**src/sv/epc_pkg.sv**
```systemverilog
// Package for the epoch-seconds-to-calendar block: types, constants and calendar helpers.
package epc_pkg;

    // Width of the shared subtract and compare unit
    localparam int unsigned UNIT_W = 18;

    // Widths of the reciprocal multiplier
    localparam int unsigned MUL_A_W = 25;
    localparam int unsigned MUL_B_W = 26;
    localparam int unsigned PROD_W  = MUL_A_W + MUL_B_W;

    // Constant division by reciprocal multiply. The power of two in each divisor is
    // shifted out first: 86400 = 675 << 7, 3600 = 225 << 4, 60 = 15 << 2. Each
    // reciprocal is ceil(2^shift / divisor), exact over the dividend range in use.
    localparam logic [MUL_B_W-1:0] DAY_DIVISOR    = 26'd675;
    localparam logic [MUL_B_W-1:0] HOUR_DIVISOR   = 26'd225;
    localparam logic [MUL_B_W-1:0] MINUTE_DIVISOR = 26'd15;
    localparam logic [MUL_B_W-1:0] WEEK_DIVISOR   = 26'd7;
    localparam logic [MUL_B_W-1:0] DAY_RECIP      = 26'd50903317;
    localparam logic [MUL_B_W-1:0] HOUR_RECIP     = 26'd9321;
    localparam logic [MUL_B_W-1:0] MINUTE_RECIP   = 26'd1093;
    localparam logic [MUL_B_W-1:0] WEEK_RECIP     = 26'd74899;
    localparam int unsigned        DAY_SHIFT      = 35;
    localparam int unsigned        HOUR_SHIFT     = 21;
    localparam int unsigned        MINUTE_SHIFT   = 14;
    localparam int unsigned        WEEK_SHIFT     = 19;

    // Calendar constants
    localparam logic [7:0]  FIRST_YEAR    = 8'd70;   // 1970 as years since 1900
    localparam logic [7:0]  YEAR_2100     = 8'd200;  // century year, not a leap year
    localparam logic [3:0]  LAST_MONTH    = 4'd11;
    localparam logic [8:0]  DAYS_COMMON   = 9'd365;
    localparam logic [8:0]  DAYS_LEAP     = 9'd366;

    // Sequencer states
    typedef enum logic [3:0] {
        ST_IDLE,
        ST_DAY_Q,
        ST_DAY_R,
        ST_HOUR_Q,
        ST_HOUR_R,
        ST_MIN_Q,
        ST_MIN_R,
        ST_WEEK_Q,
        ST_WEEK_R,
        ST_YEAR,
        ST_MONTH,
        ST_DONE
    } state_t;

    // Gregorian leap test over 1970..2106: 1900 is divisible by 4, so the low two
    // bits decide, and 2100 is the only century year in range that is not a leap
    // year (2000, divisible by 400, is one).
    function automatic logic is_leap(input logic [7:0] years_since_1900);
        return (years_since_1900[1:0] == 2'b00) && (years_since_1900 != YEAR_2100);
    endfunction

    // Length of a month in days, February depending on the leap flag
    function automatic logic [8:0] month_len(input logic [3:0] month, input logic leap);
        logic [8:0] len;
        unique case (month)
            4'd1:                     len = leap ? 9'd29 : 9'd28;
            4'd3, 4'd5, 4'd8, 4'd10:  len = 9'd30;
            default:                  len = 9'd31;
        endcase
        return len;
    endfunction

    // Weekday from days mod 7: 1970-01-01 was a Thursday
    function automatic logic [2:0] weekday_of(input logic [2:0] days_mod7);
        logic [2:0] wd;
        unique case (days_mod7)
            3'd0:    wd = 3'd4;
            3'd1:    wd = 3'd5;
            3'd2:    wd = 3'd6;
            3'd3:    wd = 3'd0;
            3'd4:    wd = 3'd1;
            3'd5:    wd = 3'd2;
            default: wd = 3'd3;
        endcase
        return wd;
    endfunction

endpackage

```
**src/sv/epc_sub.sv**
```systemverilog
// Shared subtract and compare unit of the calendar sequencer.
module epc_sub (
    input  logic [epc_pkg::UNIT_W-1:0] a,
    input  logic [epc_pkg::UNIT_W-1:0] b,
    output logic [epc_pkg::UNIT_W-1:0] diff,
    output logic                       ge
);
    import epc_pkg::*;

    logic [UNIT_W:0] wide;

    // Subtract with borrow out; no borrow means a >= b
    assign wide = {1'b0, a} - {1'b0, b};
    assign diff = wide[UNIT_W-1:0];
    assign ge   = ~wide[UNIT_W];

endmodule

```
**src/sv/epoch_seconds_to_calendar.sv**
```systemverilog
// Top level: converts unsigned epoch seconds to broken-down UTC calendar time.
//
//  channel | dir | payload                                        | handshake
//  --------+-----+------------------------------------------------+----------------------
//  s_      | in  | epoch_seconds[31:0]                            | s_tvalid / s_tready
//  m_      | out | second, minute, hour, year-1900, yday, month,  | m_tvalid / m_tready
//          |     | day of month, weekday                          |
//
//  An accepted beat first splits off one day, one hour, one minute and seven days by
//  reciprocal multiply (quotient, then remainder), then walks the whole years past 1970
//  (0..136) and the whole months into the year (0..11) on the shared 18-bit subtract
//  unit. s_tready is high only while the sequencer is idle; a finished result sits in
//  the output register and the next beat is taken while it waits. If the output
//  register is still full when a result is ready, the sequencer holds until it drains.
//  aresetn (synchronous, active low) clears the sequencer and the output valid.
module epoch_seconds_to_calendar (
    input  logic        aclk,
    input  logic        aresetn,
    input  logic        s_tvalid,
    output logic        s_tready,
    input  logic [31:0] s_tdata,   // [31:0] epoch_seconds
    output logic        m_tvalid,
    input  logic        m_tready,
    output logic [47:0] m_tdata    // [5:0] second, [11:6] minute, [16:12] hour,
                                   // [24:17] years_since_1900, [33:25] day_of_year,
                                   // [37:34] month_index, [42:38] day_of_month,
                                   // [45:43] weekday, [47:46] zero
);
    import epc_pkg::*;

    state_t      state_reg, state_next;
    logic [31:0] work_reg, work_next;
    logic [15:0] quo_reg, quo_next;
    logic [15:0] days_reg, days_next;
    logic [7:0]  year_reg, year_next;
    logic [3:0]  month_reg, month_next;
    logic [8:0]  yday_reg, yday_next;
    logic [4:0]  hour_reg, hour_next;
    logic [5:0]  minute_reg, minute_next;
    logic [5:0]  second_reg, second_next;
    logic [2:0]  wday_reg, wday_next;
    logic        m_tvalid_reg, m_tvalid_next;
    logic [47:0] m_tdata_reg, m_tdata_next;

    logic               s_accept;
    logic               out_free;
    logic               leap;
    logic [UNIT_W-1:0]  unit_a, unit_b, unit_diff;
    logic               unit_ge;
    logic [MUL_A_W-1:0] mul_a;
    logic [MUL_B_W-1:0] mul_b;
    logic [PROD_W-1:0]  prod;
    logic [8:0]         len_year, len_month;

    assign s_tready  = (state_reg == ST_IDLE);
    assign s_accept  = s_tvalid && s_tready;
    assign out_free  = !m_tvalid_reg || m_tready;
    assign m_tvalid  = m_tvalid_reg;
    assign m_tdata   = m_tdata_reg;
    assign leap      = is_leap(year_reg);
    assign len_year  = leap ? DAYS_LEAP : DAYS_COMMON;
    assign len_month = month_len(month_reg, leap);

    // Route operands to the multiplier: reciprocal first, then quotient times divisor
    always_comb begin
        unique case (state_reg)
            ST_DAY_Q: begin
                mul_a = work_reg[31:7];
                mul_b = DAY_RECIP;
            end
            ST_HOUR_Q: begin
                mul_a = {12'd0, work_reg[16:4]};
                mul_b = HOUR_RECIP;
            end
            ST_MIN_Q: begin
                mul_a = {15'd0, work_reg[11:2]};
                mul_b = MINUTE_RECIP;
            end
            ST_WEEK_Q: begin
                mul_a = {9'd0, days_reg};
                mul_b = WEEK_RECIP;
            end
            ST_DAY_R: begin
                mul_a = {9'd0, quo_reg};
                mul_b = DAY_DIVISOR;
            end
            ST_HOUR_R: begin
                mul_a = {9'd0, quo_reg};
                mul_b = HOUR_DIVISOR;
            end
            ST_MIN_R: begin
                mul_a = {9'd0, quo_reg};
                mul_b = MINUTE_DIVISOR;
            end
            ST_WEEK_R: begin
                mul_a = {9'd0, quo_reg};
                mul_b = WEEK_DIVISOR;
            end
            default: begin
                mul_a = '0;
                mul_b = '0;
            end
        endcase
    end

    assign prod = mul_a * mul_b;

    // Route operands to the shared unit; remainders need only the low bits
    always_comb begin
        unique case (state_reg)
            ST_DAY_R: begin
                unit_a = {8'd0, work_reg[16:7]};
                unit_b = {8'd0, prod[9:0]};
            end
            ST_HOUR_R: begin
                unit_a = {10'd0, work_reg[11:4]};
                unit_b = {10'd0, prod[7:0]};
            end
            ST_MIN_R: begin
                unit_a = {14'd0, work_reg[5:2]};
                unit_b = {14'd0, prod[3:0]};
            end
            ST_WEEK_R: begin
                unit_a = {15'd0, days_reg[2:0]};
                unit_b = {15'd0, prod[2:0]};
            end
            ST_YEAR: begin
                unit_a = {2'b00, days_reg};
                unit_b = {9'd0, len_year};
            end
            ST_MONTH: begin
                unit_a = {2'b00, days_reg};
                unit_b = {9'd0, len_month};
            end
            default: begin
                unit_a = '0;
                unit_b = '0;
            end
        endcase
    end

    epc_sub u_sub (
        .a    (unit_a),
        .b    (unit_b),
        .diff (unit_diff),
        .ge   (unit_ge)
    );

    // Next state
    always_comb begin
        state_next = state_reg;
        unique case (state_reg)
            ST_IDLE:   if (s_accept) state_next = ST_DAY_Q;
            ST_DAY_Q:  state_next = ST_DAY_R;
            ST_DAY_R:  state_next = ST_HOUR_Q;
            ST_HOUR_Q: state_next = ST_HOUR_R;
            ST_HOUR_R: state_next = ST_MIN_Q;
            ST_MIN_Q:  state_next = ST_MIN_R;
            ST_MIN_R:  state_next = ST_WEEK_Q;
            ST_WEEK_Q: state_next = ST_WEEK_R;
            ST_WEEK_R: state_next = ST_YEAR;
            ST_YEAR:   if (!unit_ge) state_next = ST_MONTH;
            ST_MONTH:  if (!unit_ge || month_reg == LAST_MONTH) state_next = ST_DONE;
            ST_DONE:   if (out_free) state_next = ST_IDLE;
            default:   state_next = ST_IDLE;
        endcase
    end

    // Datapath and output updates
    always_comb begin
        work_next     = work_reg;
        quo_next      = quo_reg;
        days_next     = days_reg;
        year_next     = year_reg;
        month_next    = month_reg;
        yday_next     = yday_reg;
        hour_next     = hour_reg;
        minute_next   = minute_reg;
        second_next   = second_reg;
        wday_next     = wday_reg;
        m_tdata_next  = m_tdata_reg;
        m_tvalid_next = m_tvalid_reg && !m_tready;
        unique case (state_reg)
            ST_IDLE: begin
                if (s_accept) begin
                    work_next = s_tdata;
                end
            end
            // Take each quotient from the top of the reciprocal product
            ST_DAY_Q:  quo_next = prod[DAY_SHIFT +: 16];
            ST_HOUR_Q: quo_next = prod[HOUR_SHIFT +: 16];
            ST_MIN_Q:  quo_next = prod[MINUTE_SHIFT +: 16];
            ST_WEEK_Q: quo_next = prod[WEEK_SHIFT +: 16];
            // Rebuild each remainder from its low bits and the shifted-out bits
            ST_DAY_R: begin
                days_next = quo_reg;
                work_next = {15'd0, unit_diff[9:0], work_reg[6:0]};
            end
            ST_HOUR_R: begin
                hour_next = quo_reg[4:0];
                work_next = {20'd0, unit_diff[7:0], work_reg[3:0]};
            end
            ST_MIN_R: begin
                minute_next = quo_reg[5:0];
                second_next = {unit_diff[3:0], work_reg[1:0]};
            end
            ST_WEEK_R: begin
                wday_next = weekday_of(unit_diff[2:0]);
                year_next = FIRST_YEAR;
            end
            ST_YEAR: begin
                // Take off a whole year while the days left cover it
                if (unit_ge) begin
                    days_next = unit_diff[15:0];
                    year_next = year_reg + 8'd1;
                end else begin
                    yday_next  = days_reg[8:0];
                    month_next = '0;
                end
            end
            ST_MONTH: begin
                // Take off a whole month; December absorbs the rest
                if (unit_ge && month_reg != LAST_MONTH) begin
                    days_next  = unit_diff[15:0];
                    month_next = month_reg + 4'd1;
                end
            end
            ST_DONE: begin
                if (out_free) begin
                    m_tvalid_next = 1'b1;
                    m_tdata_next  = {2'b00, wday_reg, days_reg[4:0] + 5'd1, month_reg,
                                     yday_reg, year_reg, hour_reg, minute_reg, second_reg};
                end
            end
            default: ;
        endcase
    end

    // Control registers
    always_ff @(posedge aclk) begin
        if (!aresetn) begin
            state_reg    <= ST_IDLE;
            m_tvalid_reg <= 1'b0;
        end else begin
            state_reg    <= state_next;
            m_tvalid_reg <= m_tvalid_next;
        end
    end

    // Payload registers
    always_ff @(posedge aclk) begin
        work_reg    <= work_next;
        quo_reg     <= quo_next;
        days_reg    <= days_next;
        year_reg    <= year_next;
        month_reg   <= month_next;
        yday_reg    <= yday_next;
        hour_reg    <= hour_next;
        minute_reg  <= minute_next;
        second_reg  <= second_next;
        wday_reg    <= wday_next;
        m_tdata_reg <= m_tdata_next;
    end

    // An accepted beat starts the day division on the captured seconds
    a_start: assert property (@(posedge aclk) disable iff (!aresetn)
        s_accept |=> (state_reg == ST_DAY_Q) && (work_reg == $past(s_tdata)))
        else $error("day division did not start after accept");

    // The year walk never passes 2106
    a_year_range: assert property (@(posedge aclk) disable iff (!aresetn)
        (state_reg == ST_MONTH) |-> (year_reg <= 8'd206))
        else $error("year out of range");

    // The month walk stops within December and leaves under a month of days
    a_month_end: assert property (@(posedge aclk) disable iff (!aresetn)
        (state_reg == ST_DONE) |-> (month_reg <= LAST_MONTH) && (days_reg < 16'd31))
        else $error("month walk overran");

    // A result is only loaded when the output register can take it
    a_no_overwrite: assert property (@(posedge aclk) disable iff (!aresetn)
        (m_tvalid_reg && !m_tready) |=> m_tvalid_reg && $stable(m_tdata_reg))
        else $error("pending result overwritten");

endmodule
```
**config.mk**
```make
export PLATFORM = sky130hd
export DESIGN_NAME = epoch_seconds_to_calendar
export DESIGN_NICKNAME = d
export VERILOG_FILES = /design/src/sv/epc_pkg.sv /design/src/sv/epc_sub.sv /design/src/sv/epoch_seconds_to_calendar.sv
export SDC_FILE = /design/constraint.sdc
export NUM_CORES = 1
export LEC_CHECK = 0
export ABC_CLOCK_PERIOD_IN_PS = 16200
export BUFFER_PORTS_ARGS = -buffer_cell sky130_fd_sc_hd__buf_2
export CAP_MARGIN = 30
export CORE_UTILIZATION = 33
export CTS_BUF_LIST = sky130_fd_sc_hd__clkbuf_8
export DETAILED_ROUTE_END_ITERATION = 10
export PLACE_DENSITY = 0.45
export SLEW_MARGIN = 25
export SYNTH_ARGS = -nofsm -noshare
export SYNTH_HDL_FRONTEND = slang
export SYNTH_SLANG_ARGS = --single-unit
```
**constraint.sdc**
```tcl
create_clock -name aclk -period 16.2 [get_ports aclk]
set_input_delay 0.81 -clock aclk [delete_from_list [all_inputs] [get_ports aclk]]
set_output_delay 0.81 -clock aclk [all_outputs]
set_load 0.05 [all_outputs]
```
==> metrics.cfg <==
[finish]
register_area_um2 = 4640
syn2layout_area_growth_pct = 9.72
largest_register_ffs = 46
final_cells = 3513
n_fill_cell = 7193
drive_gt1_share_pct = 7.31
multiInputGateArea_um2 = 16700
nets = 3253
fin_area_um2 = 25800

[synth]
synth_seq_cells = 156
synth.distinct_cells = 77
syn-cell-area_um2 = 23500
synth-warning-count = 0
synth_top_area_share_pct = 32.0
synth_seq_area_share_pct = 19.7
postSynth.asyncResetShare_pct = 0
syn_inst = 2420
synth.largest_area_cell = fa_1
syn-mean-instance-area_um2 = 9.73
synth_edf_count = 151
synth-main-ff-cell = edfxtp_1
synth_area_leaders = fa_1 32%, edfxtp_1 19%, ha_1 15%, inv_1 9.4%, nand2_1 2.7%

[timing]
setup_ws_ns = 6.13
slew_headroom_pct = 33.3
rsz0062_at_grt = false
clock.fmax_ghz = 0.0993
hold_viol = 0
clock_skew_ns = 0.0434
setup_viol = 0
fin_setup_tns_ns = 0
post-route-period-util_pct = 62.2
tightest_slew_ns = 1.00
slew_viol_final = 0
min_period_ns = 10.07

[global_route]
grt_max_degree = 45
grt_pass1_wl_mm = 117
grt_pass1_vias = 18600
antenna_found_initial = 1
overflow = 0
grt_usage_pct = 22.3

[placement]
dp_hpwl_mm = 65.3
dp_slack_ns = 6.19
globalplace.congestion = 0.933
place_area_um2 = 25400
io_buffers = 83
place_inst = 3478

[outcome]
status = completed

[routing]
routedWlPerCell_um = 21.9
dr.first_iter.drc_count = 1205
drcViolationCount = 0
num_vias = 17400
routed_wl_mm = 77.0
vias_per_cell = 4.96
ant_nets = 0
dr.pass1.iters = 7

[floorplan]
ios = 86
coreArea_um2 = 70300
start_util_pct = 33.5
die_area_um2 = 72400
rows = 97
die_h_um = 269
die_w_um = 269

[worst_setup_path]
crit_type = flip-flop to flip-flop
cp_slowest_stage_delay_ns = 0.76
cp_num_buf_inv = 7
worst_setup_path_end_kind = flip-flop
arrival_ns = 10.39
crit_fanout = 34
cp_slowest_cell = dfxtp_1
path_delay_family = adder cells
critPathLaunchType = flip-flop
crit_top_cell = fa_1
worstPathRequired_ns = 16.52

[clock_tree]
cts_resized = 0
cts.clk_slew.worst_paths_ns = 0.15
clock_latency_ns = 0.58
post_cts_buffers = 0
clock_path_buffers = 2
htreeDepth = 4
root_buffer = clkbuf_8
clock-sinks = 156
cts_buffers = 17
cts_hold_buf = 0
cts_tree = done

[flow_run]
maxCapViolations = 0

[worst_hold_path]
min-delay-path-class = flip-flop to flip-flop

## area by class of cell
type                    count  share of cell area, %
repair buffers            115                   2.53
inverters                 595                   8.65
clock buffers              17                  0.906
diodes                      2                 0.0194
flip-flops and latches    156                   18.0
well taps                 940                   4.55
multi-input cells        1673                   64.7
clock inverters            15                  0.669
## metal layers
metal / up-vias / GRT usage [%] / wire length, um
li1: 7941 / - / -
met2: 477 / 38.3 / 38500
met4: 0 / 7.20 / 2090
met1: 8912 / 29.3 / 33000
met3: 92 / 2.40 / 3400
met5: - / 0 / 0
## synthesized netlist by cell type, types with 6 or more instances
cell        n
inv_2       7
nand2b_1   15
o21bai_1   11
o21ai_0    41
and3_1     47
a22o_1      6
ha_1      283
nand2_1   172
or2_1      12
a31oi_1    12
buf_2       8
nor2_1    162
a221oi_1    6
clkbuf_1   53
inv_1     588
o21a_1     10
a222oi_1    6
a21oi_1    97
a22oi_1     9
o21ai_1    29
a211oi_1    6
and2_1     21
fa_1      376
edfxtp_1  151
or3_1       8
nand4_1    16
o211ai_1    9
nor3_1     16
o31ai_1     8
xnor2_1    28
a21o_1     26
nand3_1    29
or4_1       7
a221o_1    10
or2_2       9
xor2_1     27
nor2b_1    17
## final timing paths
check                                  from                    end  slack (ns)  cells past startpoint
hold / removal        yday_reg[5]$_DFFE_PP_  m_tdata[30]$_DFFE_PP_        0.42                      0
setup / recovery  state_reg[1]$_SDFFE_PN0P_  quo_reg[13]$_DFFE_PP_        6.13                     31
hold reg to reg       yday_reg[5]$_DFFE_PP_  m_tdata[30]$_DFFE_PP_        0.42                      0
setup reg to reg  state_reg[1]$_SDFFE_PN0P_  quo_reg[13]$_DFFE_PP_        6.13                     31
## metrics by stage
step           hold WS, ns  utilization, %
2_1_floorplan        0.400               -
3_3_place_gp         0.400            36.1
6_report             0.423            36.7
5_1_grt              0.436            36.7
4_1_cts              0.424            36.7
3_5_place_dp         0.405            36.2
## logic make-up (layout without fill, tap and decap cells)
family	count (synthesis)	count (layout)	share of synthesized area, %
xor+xnor	55	55	2.05
other cells	2	76	0.0319
buf+inv	663	742	10.6
flops	156	156	19.7
simple gates	549	549	11.0
fa+ha+maj	659	659	47.0
compound gates	331	331	9.34
mux	5	5	0.213
## placed cells by master (no fill, tap or decap), drive strengths merged, types with 6 or more instances in the layout
master	synthesis	layout
inv	595	603
fa	376	376
ha	283	283
nand2	174	174
nor2	162	162
edfxtp	151	151
buf	15	114
a21oi	99	99
conb	2	74
o21ai	70	70
and3	47	47
nand3	29	29
xnor2	28	28
xor2	27	27
a21o	26	26
and2	21	21
or2	21	21
clkbuf	53	18
nor2b	17	17
nor3	17	17
nand4	16	16
nand2b	15	15
a31oi	13	13
o21bai	11	11
o211ai	11	11
a221o	10	10
o21a	10	10
a22oi	9	9
o31ai	8	8
or3	8	8
or4	7	7
a221oi	7	7
a211oi	6	6
a22o	6	6
a222oi	6	6
clkinv	0	6
Power is not shown: default switching activity piles up to over one toggle a cycle in this logic, so the estimate is an artifact.
